**src/hdl/cts_pkg.sv**
```systemverilog
// types, constants and register codes of the capacitive touch sensor
package cts_pkg;

  // charge/discharge rounds per measurement
  localparam int REPETITIONS = 4;
  localparam int ROUND_W = (REPETITIONS > 1) ? $clog2(REPETITIONS) : 1;

  localparam int DATA_W = 16;
  localparam int ACC_W = 32;
  localparam int CFG_IDX_W = 2;

  // register reset values
  localparam logic [DATA_W-1:0] GAIN_RST = 16'd4588;
  localparam logic [DATA_W-1:0] THRESH_RST = 16'd300;
  localparam logic [DATA_W-1:0] SETTLE_RST = 16'd1000;

  typedef enum logic [1:0] {
    PH_CHARGE    = 2'd0,
    PH_HOLD_HI   = 2'd1,
    PH_DISCHARGE = 2'd2,
    PH_HOLD_LO   = 2'd3
  } phase_t;

  typedef enum logic [CFG_IDX_W-1:0] {
    CFG_GAIN   = 2'd0,
    CFG_THRESH = 2'd1,
    CFG_SETTLE = 2'd2
  } cfg_idx_t;

  typedef struct packed {
    logic [DATA_W-1:0] gain;
    logic [DATA_W-1:0] thresh;
    logic [DATA_W-1:0] settle;
  } cfg_t;

  // per-tick result of the sequencer, without the filter output
  typedef struct packed {
    logic              drive_level;
    logic              done_res;
    logic [DATA_W-1:0] rise_sum;
    logic [DATA_W-1:0] fall_sum;
    logic              touched;
  } step_t;

endpackage

```
**src/hdl/cts_stream_if.sv**
```systemverilog
// valid/ready stream interfaces for the sample and result channels
interface cts_in_if;
  logic valid;
  logic ready;
  logic sense_level;

  modport source (output valid, output sense_level, input ready);
  modport sink (input valid, input sense_level, output ready);
endinterface

interface cts_out_if;
  logic                      valid;
  logic                      ready;
  logic                      drive_level;
  logic                      done_res;
  logic [cts_pkg::DATA_W-1:0] rise_sum;
  logic [cts_pkg::DATA_W-1:0] fall_sum;
  logic [cts_pkg::DATA_W-1:0] smoothed;
  logic                      touched;

  modport source (output valid, output drive_level, output done_res, output rise_sum,
                  output fall_sum, output smoothed, output touched, input ready);
  modport sink (input valid, input drive_level, input done_res, input rise_sum,
                input fall_sum, input smoothed, input touched, output ready);
endinterface

```
**src/hdl/capacitive_touch_sensor.sv**
```systemverilog
// RC charge-time touch sensor. Each accepted request on in_if is one sampling tick of the
// sense pin and yields exactly one result on out_if carrying the charge pin level for that
// tick, the last measurement's rise and fall sums, the touch flag and the filtered rise sum.
// One request is taken every clock while out_if is ready; results pass through st1_r,
// st2_r and sto_r, beside the filter's operand and product registers; the whole pipeline
// holds while out_if stalls. A measurement spans REPETITIONS charge/discharge rounds;
// done_res marks the tick that completes it. The user must write the cfg_ port registers
// (gain, threshold, settle ticks) only while no requests are in flight; it is not enforced.
module capacitive_touch_sensor (
  input  logic                          clk,
  input  logic                          rst_n,
  cts_in_if.sink                        in_if,
  cts_out_if.source                     out_if,
  input  logic                          cfg_we,
  input  logic [cts_pkg::CFG_IDX_W-1:0] cfg_idx,
  input  logic [cts_pkg::DATA_W-1:0]    cfg_data
);

  cts_pkg::cfg_t              cfg_r;
  cts_pkg::step_t             step;
  cts_pkg::step_t             st1_r, st2_r, sto_r;
  logic                       v1_r, v2_r, out_valid_r;
  logic [cts_pkg::DATA_W-1:0] smoothed_nxt, smoothed_r;
  logic                       en, fire;

  // pipeline advances whenever the result register is free or drained
  assign en   = !out_valid_r || out_if.ready;
  assign fire = in_if.valid && en;
  assign in_if.ready = en;

  // configuration registers
  always_ff @(posedge clk) begin
    if (!rst_n) begin
      cfg_r.gain   <= cts_pkg::GAIN_RST;
      cfg_r.thresh <= cts_pkg::THRESH_RST;
      cfg_r.settle <= cts_pkg::SETTLE_RST;
    end else if (cfg_we) begin
      case (cfg_idx)
        cts_pkg::CFG_GAIN:   cfg_r.gain   <= cfg_data;
        cts_pkg::CFG_THRESH: cfg_r.thresh <= cfg_data;
        cts_pkg::CFG_SETTLE: cfg_r.settle <= cfg_data;
        default: ;
      endcase
    end
  end

  cts_seq u_seq (
    .clk         (clk),
    .rst_n       (rst_n),
    .step_en     (fire),
    .sense_level (in_if.sense_level),
    .cfg         (cfg_r),
    .step        (step)
  );

  cts_filt u_filt (
    .clk      (clk),
    .rst_n    (rst_n),
    .en       (en),
    .load     (fire && step.done_res),
    .x        (step.rise_sum),
    .gain     (cfg_r.gain),
    .smoothed (smoothed_nxt)
  );

  // valid bits of the pipeline
  always_ff @(posedge clk) begin
    if (!rst_n) begin
      v1_r        <= 1'b0;
      v2_r        <= 1'b0;
      out_valid_r <= 1'b0;
    end else if (en) begin
      v1_r        <= fire;
      v2_r        <= v1_r;
      out_valid_r <= v2_r;
    end
  end

  // payload stages
  always_ff @(posedge clk) begin
    if (en) begin
      st1_r      <= step;
      st2_r      <= st1_r;
      sto_r      <= st2_r;
      smoothed_r <= smoothed_nxt;
    end
  end

  assign out_if.valid       = out_valid_r;
  assign out_if.drive_level = sto_r.drive_level;
  assign out_if.done_res    = sto_r.done_res;
  assign out_if.rise_sum    = sto_r.rise_sum;
  assign out_if.fall_sum    = sto_r.fall_sum;
  assign out_if.smoothed    = smoothed_r;
  assign out_if.touched     = sto_r.touched;

endmodule

```
**src/hdl/cts_seq.sv**
```systemverilog
// charge / discharge measurement sequencer with counters and touch decision
module cts_seq (
  input  logic                clk,
  input  logic                rst_n,
  input  logic                step_en,
  input  logic                sense_level,
  input  cts_pkg::cfg_t       cfg,
  output cts_pkg::step_t      step
);

  localparam logic [cts_pkg::ROUND_W:0] REP_CNT =
    (cts_pkg::ROUND_W + 1)'(cts_pkg::REPETITIONS);

  cts_pkg::phase_t               phase_r, phase_nxt;
  logic [cts_pkg::DATA_W-1:0]    rise_r, rise_nxt;
  logic [cts_pkg::DATA_W-1:0]    fall_r, fall_nxt;
  logic [cts_pkg::DATA_W-1:0]    wait_r, wait_nxt;
  logic [cts_pkg::ROUND_W-1:0]   round_r, round_nxt;
  logic [cts_pkg::DATA_W-1:0]    last_rise_r, last_rise_nxt;
  logic [cts_pkg::DATA_W-1:0]    last_fall_r, last_fall_nxt;
  logic                          touch_r, touch_nxt;
  logic [cts_pkg::DATA_W-1:0]    rise_inc, fall_inc, wait_inc;
  logic [cts_pkg::ROUND_W:0]     round_inc;
  logic                          drive, done, end_rnd;

  // saturating increments of the counters, plain increment of the round
  assign rise_inc = (rise_r != '1) ? rise_r + 16'd1 : rise_r;
  assign fall_inc = (fall_r != '1) ? fall_r + 16'd1 : fall_r;
  assign wait_inc = (wait_r != '1) ? wait_r + 16'd1 : wait_r;
  assign round_inc = {1'b0, round_r} + (cts_pkg::ROUND_W + 1)'(1);

  // next state and outputs
  always_comb begin
    phase_nxt     = phase_r;
    rise_nxt      = rise_r;
    fall_nxt      = fall_r;
    wait_nxt      = wait_r;
    round_nxt     = round_r;
    last_rise_nxt = last_rise_r;
    last_fall_nxt = last_fall_r;
    touch_nxt     = touch_r;
    drive         = 1'b0;
    done          = 1'b0;
    end_rnd       = 1'b0;

    case (phase_r)
      cts_pkg::PH_CHARGE: begin
        drive = 1'b1;
        if (!sense_level) begin
          rise_nxt = rise_inc;
        end else if (cfg.settle == '0) begin
          phase_nxt = cts_pkg::PH_DISCHARGE;
        end else begin
          wait_nxt  = '0;
          phase_nxt = cts_pkg::PH_HOLD_HI;
        end
      end
      cts_pkg::PH_HOLD_HI: begin
        drive    = 1'b1;
        wait_nxt = wait_inc;
        if (wait_inc >= cfg.settle) phase_nxt = cts_pkg::PH_DISCHARGE;
      end
      cts_pkg::PH_DISCHARGE: begin
        if (sense_level) begin
          fall_nxt = fall_inc;
        end else if (cfg.settle == '0) begin
          end_rnd = 1'b1;
        end else begin
          wait_nxt  = '0;
          phase_nxt = cts_pkg::PH_HOLD_LO;
        end
      end
      cts_pkg::PH_HOLD_LO: begin
        wait_nxt = wait_inc;
        if (wait_inc >= cfg.settle) end_rnd = 1'b1;
      end
      default: begin
        phase_nxt = cts_pkg::PH_CHARGE;
      end
    endcase

    // end of a round, or of the whole measurement
    if (end_rnd) begin
      phase_nxt = cts_pkg::PH_CHARGE;
      if (round_inc < REP_CNT) begin
        round_nxt = round_inc[cts_pkg::ROUND_W-1:0];
      end else begin
        done          = 1'b1;
        last_rise_nxt = rise_r;
        last_fall_nxt = fall_r;
        touch_nxt     = (rise_r > cfg.thresh);
        rise_nxt      = '0;
        fall_nxt      = '0;
        round_nxt     = '0;
        wait_nxt      = '0;
      end
    end
  end

  assign step.drive_level = drive;
  assign step.done_res    = done;
  assign step.rise_sum    = last_rise_nxt;
  assign step.fall_sum    = last_fall_nxt;
  assign step.touched     = touch_nxt;

  // state registers, advanced once per accepted sample
  always_ff @(posedge clk) begin
    if (!rst_n) begin
      phase_r     <= cts_pkg::PH_CHARGE;
      rise_r      <= '0;
      fall_r      <= '0;
      wait_r      <= '0;
      round_r     <= '0;
      last_rise_r <= '0;
      last_fall_r <= '0;
      touch_r     <= 1'b0;
    end else if (step_en) begin
      phase_r     <= phase_nxt;
      rise_r      <= rise_nxt;
      fall_r      <= fall_nxt;
      wait_r      <= wait_nxt;
      round_r     <= round_nxt;
      last_rise_r <= last_rise_nxt;
      last_fall_r <= last_fall_nxt;
      touch_r     <= touch_nxt;
    end
  end

endmodule

```
**src/hdl/cts_filt.sv**
```systemverilog
// two-stage low-pass filter update on the rise sum, Q16.16 accumulator
module cts_filt (
  input  logic                       clk,
  input  logic                       rst_n,
  input  logic                       en,
  input  logic                       load,
  input  logic [cts_pkg::DATA_W-1:0] x,
  input  logic [cts_pkg::DATA_W-1:0] gain,
  output logic [cts_pkg::DATA_W-1:0] smoothed
);

  logic                          d1_r, d2_r;
  logic [cts_pkg::DATA_W-1:0]    x1_r, g1_r;
  logic [cts_pkg::ACC_W-1:0]     px2_r;
  logic [cts_pkg::ACC_W+15:0]    pacc2_r;
  logic [cts_pkg::ACC_W-1:0]     acc_r;
  logic [cts_pkg::ACC_W+16:0]    pacc_rnd;
  logic [cts_pkg::ACC_W:0]       pacc_ceil;
  logic [cts_pkg::ACC_W+1:0]     acc_sum;
  logic [cts_pkg::ACC_W-1:0]     acc_new;

  // acc' = acc + g*x - ceil(g*acc / 2^16)
  assign pacc_rnd  = {1'b0, pacc2_r} + 49'h0_0000_0000_FFFF;
  assign pacc_ceil = pacc_rnd[cts_pkg::ACC_W+16:16];
  assign acc_sum   = {2'b00, acc_r} + {2'b00, px2_r} - {1'b0, pacc_ceil};
  assign acc_new   = acc_sum[cts_pkg::ACC_W-1:0];

  assign smoothed = d2_r ? acc_new[cts_pkg::ACC_W-1:16] : acc_r[cts_pkg::ACC_W-1:16];

  // control flags and accumulator
  always_ff @(posedge clk) begin
    if (!rst_n) begin
      d1_r  <= 1'b0;
      d2_r  <= 1'b0;
      acc_r <= '0;
    end else if (en) begin
      d1_r <= load;
      d2_r <= d1_r;
      if (d2_r) acc_r <= acc_new;
    end
  end

  // operand and product registers
  always_ff @(posedge clk) begin
    if (en) begin
      if (load) begin
        x1_r <= x;
        g1_r <= gain;
      end
      if (d1_r) begin
        px2_r   <= {16'b0, g1_r} * {16'b0, x1_r};
        pacc2_r <= {32'b0, g1_r} * {16'b0, acc_r};
      end
    end
  end

endmodule

```
**src/flat_wrapper.sv**
```systemverilog
// flat-port wrapper written by rule: the top's interface ports become plain ports
module capacitive_touch_sensor_flat 
  (clk, rst_n, cfg_we, cfg_idx, cfg_data, in_if_valid, in_if_sense_level, in_if_ready, out_if_valid, out_if_drive_level, out_if_done_res, out_if_rise_sum, out_if_fall_sum, out_if_smoothed, out_if_touched, out_if_ready);
  cts_in_if in_if_i ();
  cts_out_if out_if_i ();
  input  logic clk;
  input  logic rst_n;
  input  logic cfg_we;
  input  logic [cts_pkg::CFG_IDX_W-1:0] cfg_idx;
  input  logic [cts_pkg::DATA_W-1:0] cfg_data;
  input wire logic [$bits(in_if_i.valid)-1:0] in_if_valid;
  input wire logic [$bits(in_if_i.sense_level)-1:0] in_if_sense_level;
  output wire logic [$bits(in_if_i.ready)-1:0] in_if_ready;
  output wire logic [$bits(out_if_i.valid)-1:0] out_if_valid;
  output wire logic [$bits(out_if_i.drive_level)-1:0] out_if_drive_level;
  output wire logic [$bits(out_if_i.done_res)-1:0] out_if_done_res;
  output wire logic [$bits(out_if_i.rise_sum)-1:0] out_if_rise_sum;
  output wire logic [$bits(out_if_i.fall_sum)-1:0] out_if_fall_sum;
  output wire logic [$bits(out_if_i.smoothed)-1:0] out_if_smoothed;
  output wire logic [$bits(out_if_i.touched)-1:0] out_if_touched;
  input wire logic [$bits(out_if_i.ready)-1:0] out_if_ready;
  assign in_if_i.valid = in_if_valid;
  assign in_if_i.sense_level = in_if_sense_level;
  assign in_if_ready = in_if_i.ready;
  assign out_if_valid = out_if_i.valid;
  assign out_if_drive_level = out_if_i.drive_level;
  assign out_if_done_res = out_if_i.done_res;
  assign out_if_rise_sum = out_if_i.rise_sum;
  assign out_if_fall_sum = out_if_i.fall_sum;
  assign out_if_smoothed = out_if_i.smoothed;
  assign out_if_touched = out_if_i.touched;
  assign out_if_i.ready = out_if_ready;
  capacitive_touch_sensor u_core (.clk(clk), .rst_n(rst_n), .in_if(in_if_i), .out_if(out_if_i), .cfg_we(cfg_we), .cfg_idx(cfg_idx), .cfg_data(cfg_data));
endmodule
```
**config.mk**
```make
export PLATFORM = sky130hd
export DESIGN_NAME = capacitive_touch_sensor_flat
export DESIGN_NICKNAME = d
export VERILOG_FILES = /design/src/hdl/cts_pkg.sv /design/src/hdl/cts_stream_if.sv /design/src/hdl/capacitive_touch_sensor.sv /design/src/hdl/cts_seq.sv /design/src/hdl/cts_filt.sv /design/src/flat_wrapper.sv
export SDC_FILE = /design/constraint.sdc
export NUM_CORES = 2
export LEC_CHECK = 0
export BUFFER_PORTS_ARGS = -buffer_cell sky130_fd_sc_hd__clkbuf_2
export CAP_MARGIN = 10
export CORE_ASPECT_RATIO = 1.5
export CORE_UTILIZATION = 30
export CTS_BUF_LIST = sky130_fd_sc_hd__clkbuf_4 sky130_fd_sc_hd__clkbuf_8
export DETAILED_ROUTE_END_ITERATION = 12
export PLACE_DENSITY_LB_ADDON = 0.12
export SETUP_SLACK_MARGIN = 0.4
export SYNTH_ARGS = -nofsm -noshare
export SYNTH_HDL_FRONTEND = slang
export SYNTH_SLANG_ARGS = --single-unit
export TNS_END_PERCENT = 50
```
**constraint.sdc**
```tcl
create_clock -name clk -period 6.8 [get_ports clk]
set_input_delay 0.34 -clock clk [delete_from_list [all_inputs] [get_ports clk]]
set_output_delay 0.34 -clock clk [all_outputs]
set_load 0.05 [all_outputs]
```
==> results.rst <==
.. list-table::
   :header-rows: 1

   * - Metric
     - Value
   * - Count of clock tree sinks
     - just over 400
   * - Clock transition at path regs
     - ~70 ps
   * - Pleak
     - roughly 23 nW
   * - Starting DRC count in detailed routing
     - roughly 1200
   * - Wire length of the first global-routing pass
     - between 150 and 200 mm
   * - Transition at the pin with the smallest max-transition slack
     - 846 ps
   * - Cell class contributing the biggest share of worst-path delay
     - adder cells
   * - Combinational fraction of design power
     - between 3 and 4%
   * - Number of warnings printed during yosys synthesis
     - 0
   * - Area growth, synth to finish
     - 16.7%
   * - Maximum VDD drop
     - approximately 0.17 mV
   * - Sum of routed wire length over all layers
     - ~130 mm
   * - Hold Fails Final Rpt
     - 0
   * - PD cells
     - ~110 mW/mm^2
   * - Number of CTS-inserted buffers
     - 74
   * - Placement-stage cell area
     - about 0.046 mm^2
   * - Number of placed instances with taps included
     - between 6000 and 7000
   * - Share of the clock period used by the worst path after layout
     - a little over nine tenths
   * - Register share of total power
     - 48.4%
   * - Dominant cells by area after synthesis
     - sky130_fd_sc_hd__fa_1, sky130_fd_sc_hd__edfxtp_1, sky130_fd_sc_hd__ha_1
   * - Required arrival time at the worst endpoint
     - about 7300 ps
   * - Count of state elements after synthesis
     - roughly 400
   * - Row Count
     - approximately 170
   * - Net switching fraction of the power
     - 25.2%
   * - Ratio of cells with drive above 1 in the final layout
     - between 10% and 20%
   * - Dominant cell by count in the synthesized netlist
     - sky130_fd_sc_hd__inv_1
   * - Number of global-route vias before repair
     - about 33000
   * - Final number of max-transition violations
     - 0
   * - Total area of sequential cells
     - between 0.01 and 0.015 mm^2
   * - GRT Residual Overflow
     - 0
   * - Number of maximum-capacitance violations
     - 0
   * - Vias per Instance
     - roughly 4.6
   * - Cells along the critical path
     - buf_6 > buf_12 > and2_1 > fa_1 > inv_1 > fa_1 > fa_2 > fa_1 > inv_1 > fa_1 > fa_1 > ha_4 > o21ai_2 > nor2_2 > o311ai_4 > a31oi_2 > buf_6 > a311oi_2 > buf_4 > o21ai_2 > a21oi_2 > o21ai_4 > a311oi_2 > xnor2_1
   * - Routed length per instance
     - 19.5 um
   * - Detailed-route DRC error count
     - 0
   * - Effective utilization at floorplan
     - between 30 and 40%
   * - Number of detailed-route iterations in the first pass
     - 5
   * - Latest clock arrival within the worst-skew pair
     - between 700 and 800 ps
   * - Cell types with the highest counts after synthesis
     - sky130_fd_sc_hd__inv_1, sky130_fd_sc_hd__nand2_1, sky130_fd_sc_hd__fa_1
   * - Predominant post-synthesis flop cell
     - sky130_fd_sc_hd__edfxtp_1
   * - Number of vias in the routed layout
     - 30268
   * - Sort of element at the end of the critical path
     - flip-flop
   * - Post-synthesis instance area
     - roughly 0.042 mm^2
   * - Final total power
     - roughly 5.4 mW
   * - Post-placement worst setup slack
     - -82.0 ps
   * - Result of the run
     - complete, no violations
   * - Clock root buffer
     - sky130_fd_sc_hd__clkbuf_8
   * - Post-Syn Area per Cell
     - approximately 9.6 um^2
   * - # setup viols final
     - 0
   * - Die Outline Area
     - about 0.14 mm^2
   * - Stage delay of the slowest cell on the critical path
     - 550 ps
   * - Net switching component of the power
     - approximately 1.4 mW
   * - Fraction of synthesis flops using an asynchronous set or reset pin
     - 0%
   * - Post-route non-filler standard cell count
     - around 6600
   * - Worst Clk Skew
     - roughly 41 ps
   * - Port buffer count
     - 76
   * - Cell taking the most area after synthesis
     - sky130_fd_sc_hd__fa_1
   * - Final std cell area, no fill
     - between 0.04 and 0.05 mm^2
   * - # nets final
     - 5600
   * - Area inside the core boundary
     - roughly 0.14 mm^2
   * - Proportion of synthesized chip area in sequential cells
     - 24.5%
   * - Final weighted congestion of routability-driven global placement
     - roughly 0.83
   * - Fin crit period
     - about 6600 ps
   * - Height of the chip
     - 463 um
   * - Peak fanout along the critical path
     - 5
   * - Number of synthesized flops with an enable pin
     - approximately 230
   * - Syn_nets
     - 5365
   * - Area share of the leading cell type in the synthesized netlist
     - 30.3%
   * - Type of element launching the critical path
     - flip-flop
   * - HPWL after DPL
     - approximately 100 mm
   * - Distinct cell type count of the synthesized netlist
     - 80
   * - Relative max-transition margin
     - ~44%
   * - Number of top-level design ports
     - slightly below 80
   * - Instance count of the mapped netlist
     - between 4000 and 5000
   * - CTS tree
     - done
   * - Crit path setup slack, layout
     - roughly 230 ps
   * - Number of antenna violations at the first check in global routing
     - 3
   * - Fraction of power consumed by the clock network
     - 47.8%
   * - Count of filler cells inserted in the layout
     - roughly 14000
   * - Number of buffers on the longest clock path
     - 3
   * - Cell occurring most often along the worst timing path
     - sky130_fd_sc_hd__fa_1
   * - Design internal power
     - between 4 and 5 mW
   * - Maximum level of the CTS H-tree
     - 3
   * - Crit Path Class
     - flip-flop to flip-flop
   * - Buf+Inv Stages, Crit Path
     - 6
   * - Die boundary width
     - slightly above 300 um
   * - Total global-route track usage
     - between 10% and 20%
   * - Area of the multi-input gates
     - around 0.029 mm^2
   * - Data arrival time of the critical path
     - ~7100 ps
   * - Slowest CP cell
     - sky130_fd_sc_hd__fa_1
   * - Max Clk Rate
     - around 0.15 GHz
   * - Unrepaired setup endpoints after global routing
     - yes
   * - Hold/Removal Path Class
     - input pin to flip-flop
   * - Maximum number of pins on one net before global-route repair
     - 55
   * - Post-route ant nets
     - 0
[what timing repair did]
action	in CTS	in global routing
cloned	2	5
pin swaps	99	60
hold buffers	18	0
gates resized for setup	128	75
hold endpoints to repair	53	0
buffers inserted	27	30
endpoints found under the setup margin	27	35
[layout by cell type, fill, tap and decap left out, types with 17 or more instances in the layout]
master | synthesis | final
sky130_fd_sc_hd__nand2_1 | 689 | 679
sky130_fd_sc_hd__dlygate4sd3_1 | 0 | 18
sky130_fd_sc_hd__and2_1 | 309 | 301
sky130_fd_sc_hd__clkbuf_8 | 0 | 78
sky130_fd_sc_hd__o21a_1 | 19 | 19
sky130_fd_sc_hd__clkbuf_4 | 0 | 38
sky130_fd_sc_hd__nor3_1 | 22 | 20
sky130_fd_sc_hd__buf_12 | 0 | 31
sky130_fd_sc_hd__nand4_1 | 32 | 32
sky130_fd_sc_hd__a31oi_1 | 19 | 17
sky130_fd_sc_hd__and3_1 | 27 | 25
sky130_fd_sc_hd__nand3_1 | 53 | 51
sky130_fd_sc_hd__buf_6 | 0 | 24
sky130_fd_sc_hd__ha_1 | 296 | 273
sky130_fd_sc_hd__buf_4 | 0 | 196
sky130_fd_sc_hd__a21oi_2 | 2 | 17
sky130_fd_sc_hd__xnor2_1 | 93 | 93
sky130_fd_sc_hd__clkbuf_2 | 0 | 76
sky130_fd_sc_hd__xor2_1 | 68 | 66
sky130_fd_sc_hd__mux2_2 | 43 | 43
sky130_fd_sc_hd__nor2b_1 | 24 | 23
sky130_fd_sc_hd__a21o_1 | 54 | 54
sky130_fd_sc_hd__edfxtp_1 | 233 | 233
sky130_fd_sc_hd__fa_1 | 643 | 626
sky130_fd_sc_hd__nor2_1 | 175 | 170
sky130_fd_sc_hd__nand2b_1 | 18 | 18
sky130_fd_sc_hd__ha_4 | 0 | 20
sky130_fd_sc_hd__o21ai_0 | 63 | 53
sky130_fd_sc_hd__dfxtp_1 | 170 | 169
sky130_fd_sc_hd__mux2i_1 | 37 | 37
sky130_fd_sc_hd__fa_2 | 0 | 17
sky130_fd_sc_hd__inv_1 | 757 | 740
sky130_fd_sc_hd__a21oi_1 | 167 | 148
sky130_fd_sc_hd__o211ai_1 | 20 | 20
[worst paths after layout]
| check | startpoint | to | slack (ps) | depth (start not counted) |
|---|---|---|---|---|
| max | u_core.u_filt.g1_r[4]$_DFFE_PP_ | u_core.u_filt.pacc2_r[45]$_DFFE_PP_ | 230 | 24 |
| min reg2reg | u_core.st1_r[25]$_DFFE_PN_ | u_core.st2_r[25]$_DFFE_PN_ | 420 | 0 |
| max reg2reg | u_core.u_filt.g1_r[4]$_DFFE_PP_ | u_core.u_filt.pacc2_r[45]$_DFFE_PP_ | 230 | 24 |
| min | cfg_idx[1] | u_core.cfg_r[33]$_SDFFE_PN0P_ | 160 | 5 |
[layout make-up]
| cell class | count | share of cell area, % |
|---|---|---|
| diodes | 3 | 0.0152 |
| clock buffers | 116 | 2.74 |
| clock inverters | 22 | 0.477 |
| inverters | 758 | 5.76 |
| multi-input cells | 3046 | 59.0 |
| flip-flops and latches | 403 | 21.0 |
| well taps | 1870 | 4.72 |
| repair buffers | 354 | 6.33 |
[per-layer routing]
metal	routed length, um	global-route usage (%)	up-vias
met3	3170	1.91	162
met1	49000	19.6	15414
met2	72100	35.7	377
met5	0	0	-
li1	-	-	14315
met4	4080	6.09	0
[metrics by stage]
step           hold WS [ps]  utilization, %  setup TNS, ps
2_1_floorplan           400               -              0
3_3_place_gp            401            33.1          -23.4
3_5_place_dp            405            33.1          -82.0
4_1_cts                68.9            34.9              0
5_1_grt                 154            35.4              0
6_report                157            35.4              0
[registers in the layout, indices dropped and copies added, names as in the netlist, 32 cells and up]
register               cells
u_core.cfg_r              48
u_core.st1_r              35
u_core.st2_r              35
u_core.u_filt.acc_r       32
u_core.u_filt.pacc2_r     48
u_core.u_filt.px2_r       32
[worst register-to-register path, delay by kind of cell (launching register included)]
family / cells / cell delay, ps
fa+ha+maj: 7 / 3280
buf+inv: 6 / 710
compound gates: 8 / 1540
xor+xnor: 1 / 100
flops: 1 / 430
simple gates: 2 / 250
[cell families after synthesis]
family                     after synthesis  synth area share [%]
and+or+nand+nor                       1415                  15.8
buffers and inverters                  953                  8.46
adders and majority gates              939                  39.1
AOI/OAI and AO/OA                      450                  6.77
DFF                                    403                  24.5
xor gates and xnor gates               162                  3.39
muxes                                   80                  2.01
[power groups by stage]
stage               registers, mW  clock network [mW]  logic (mW)
floorplan                    2.73                   0      0.0736
global placement             2.68                   0       0.201
detailed placement           2.68                   0       0.201
CTS                          2.63                2.71       0.210
global route                 2.63                2.80       0.224
finish                       2.63                2.60       0.206
(Power assumes the default switching activity.)
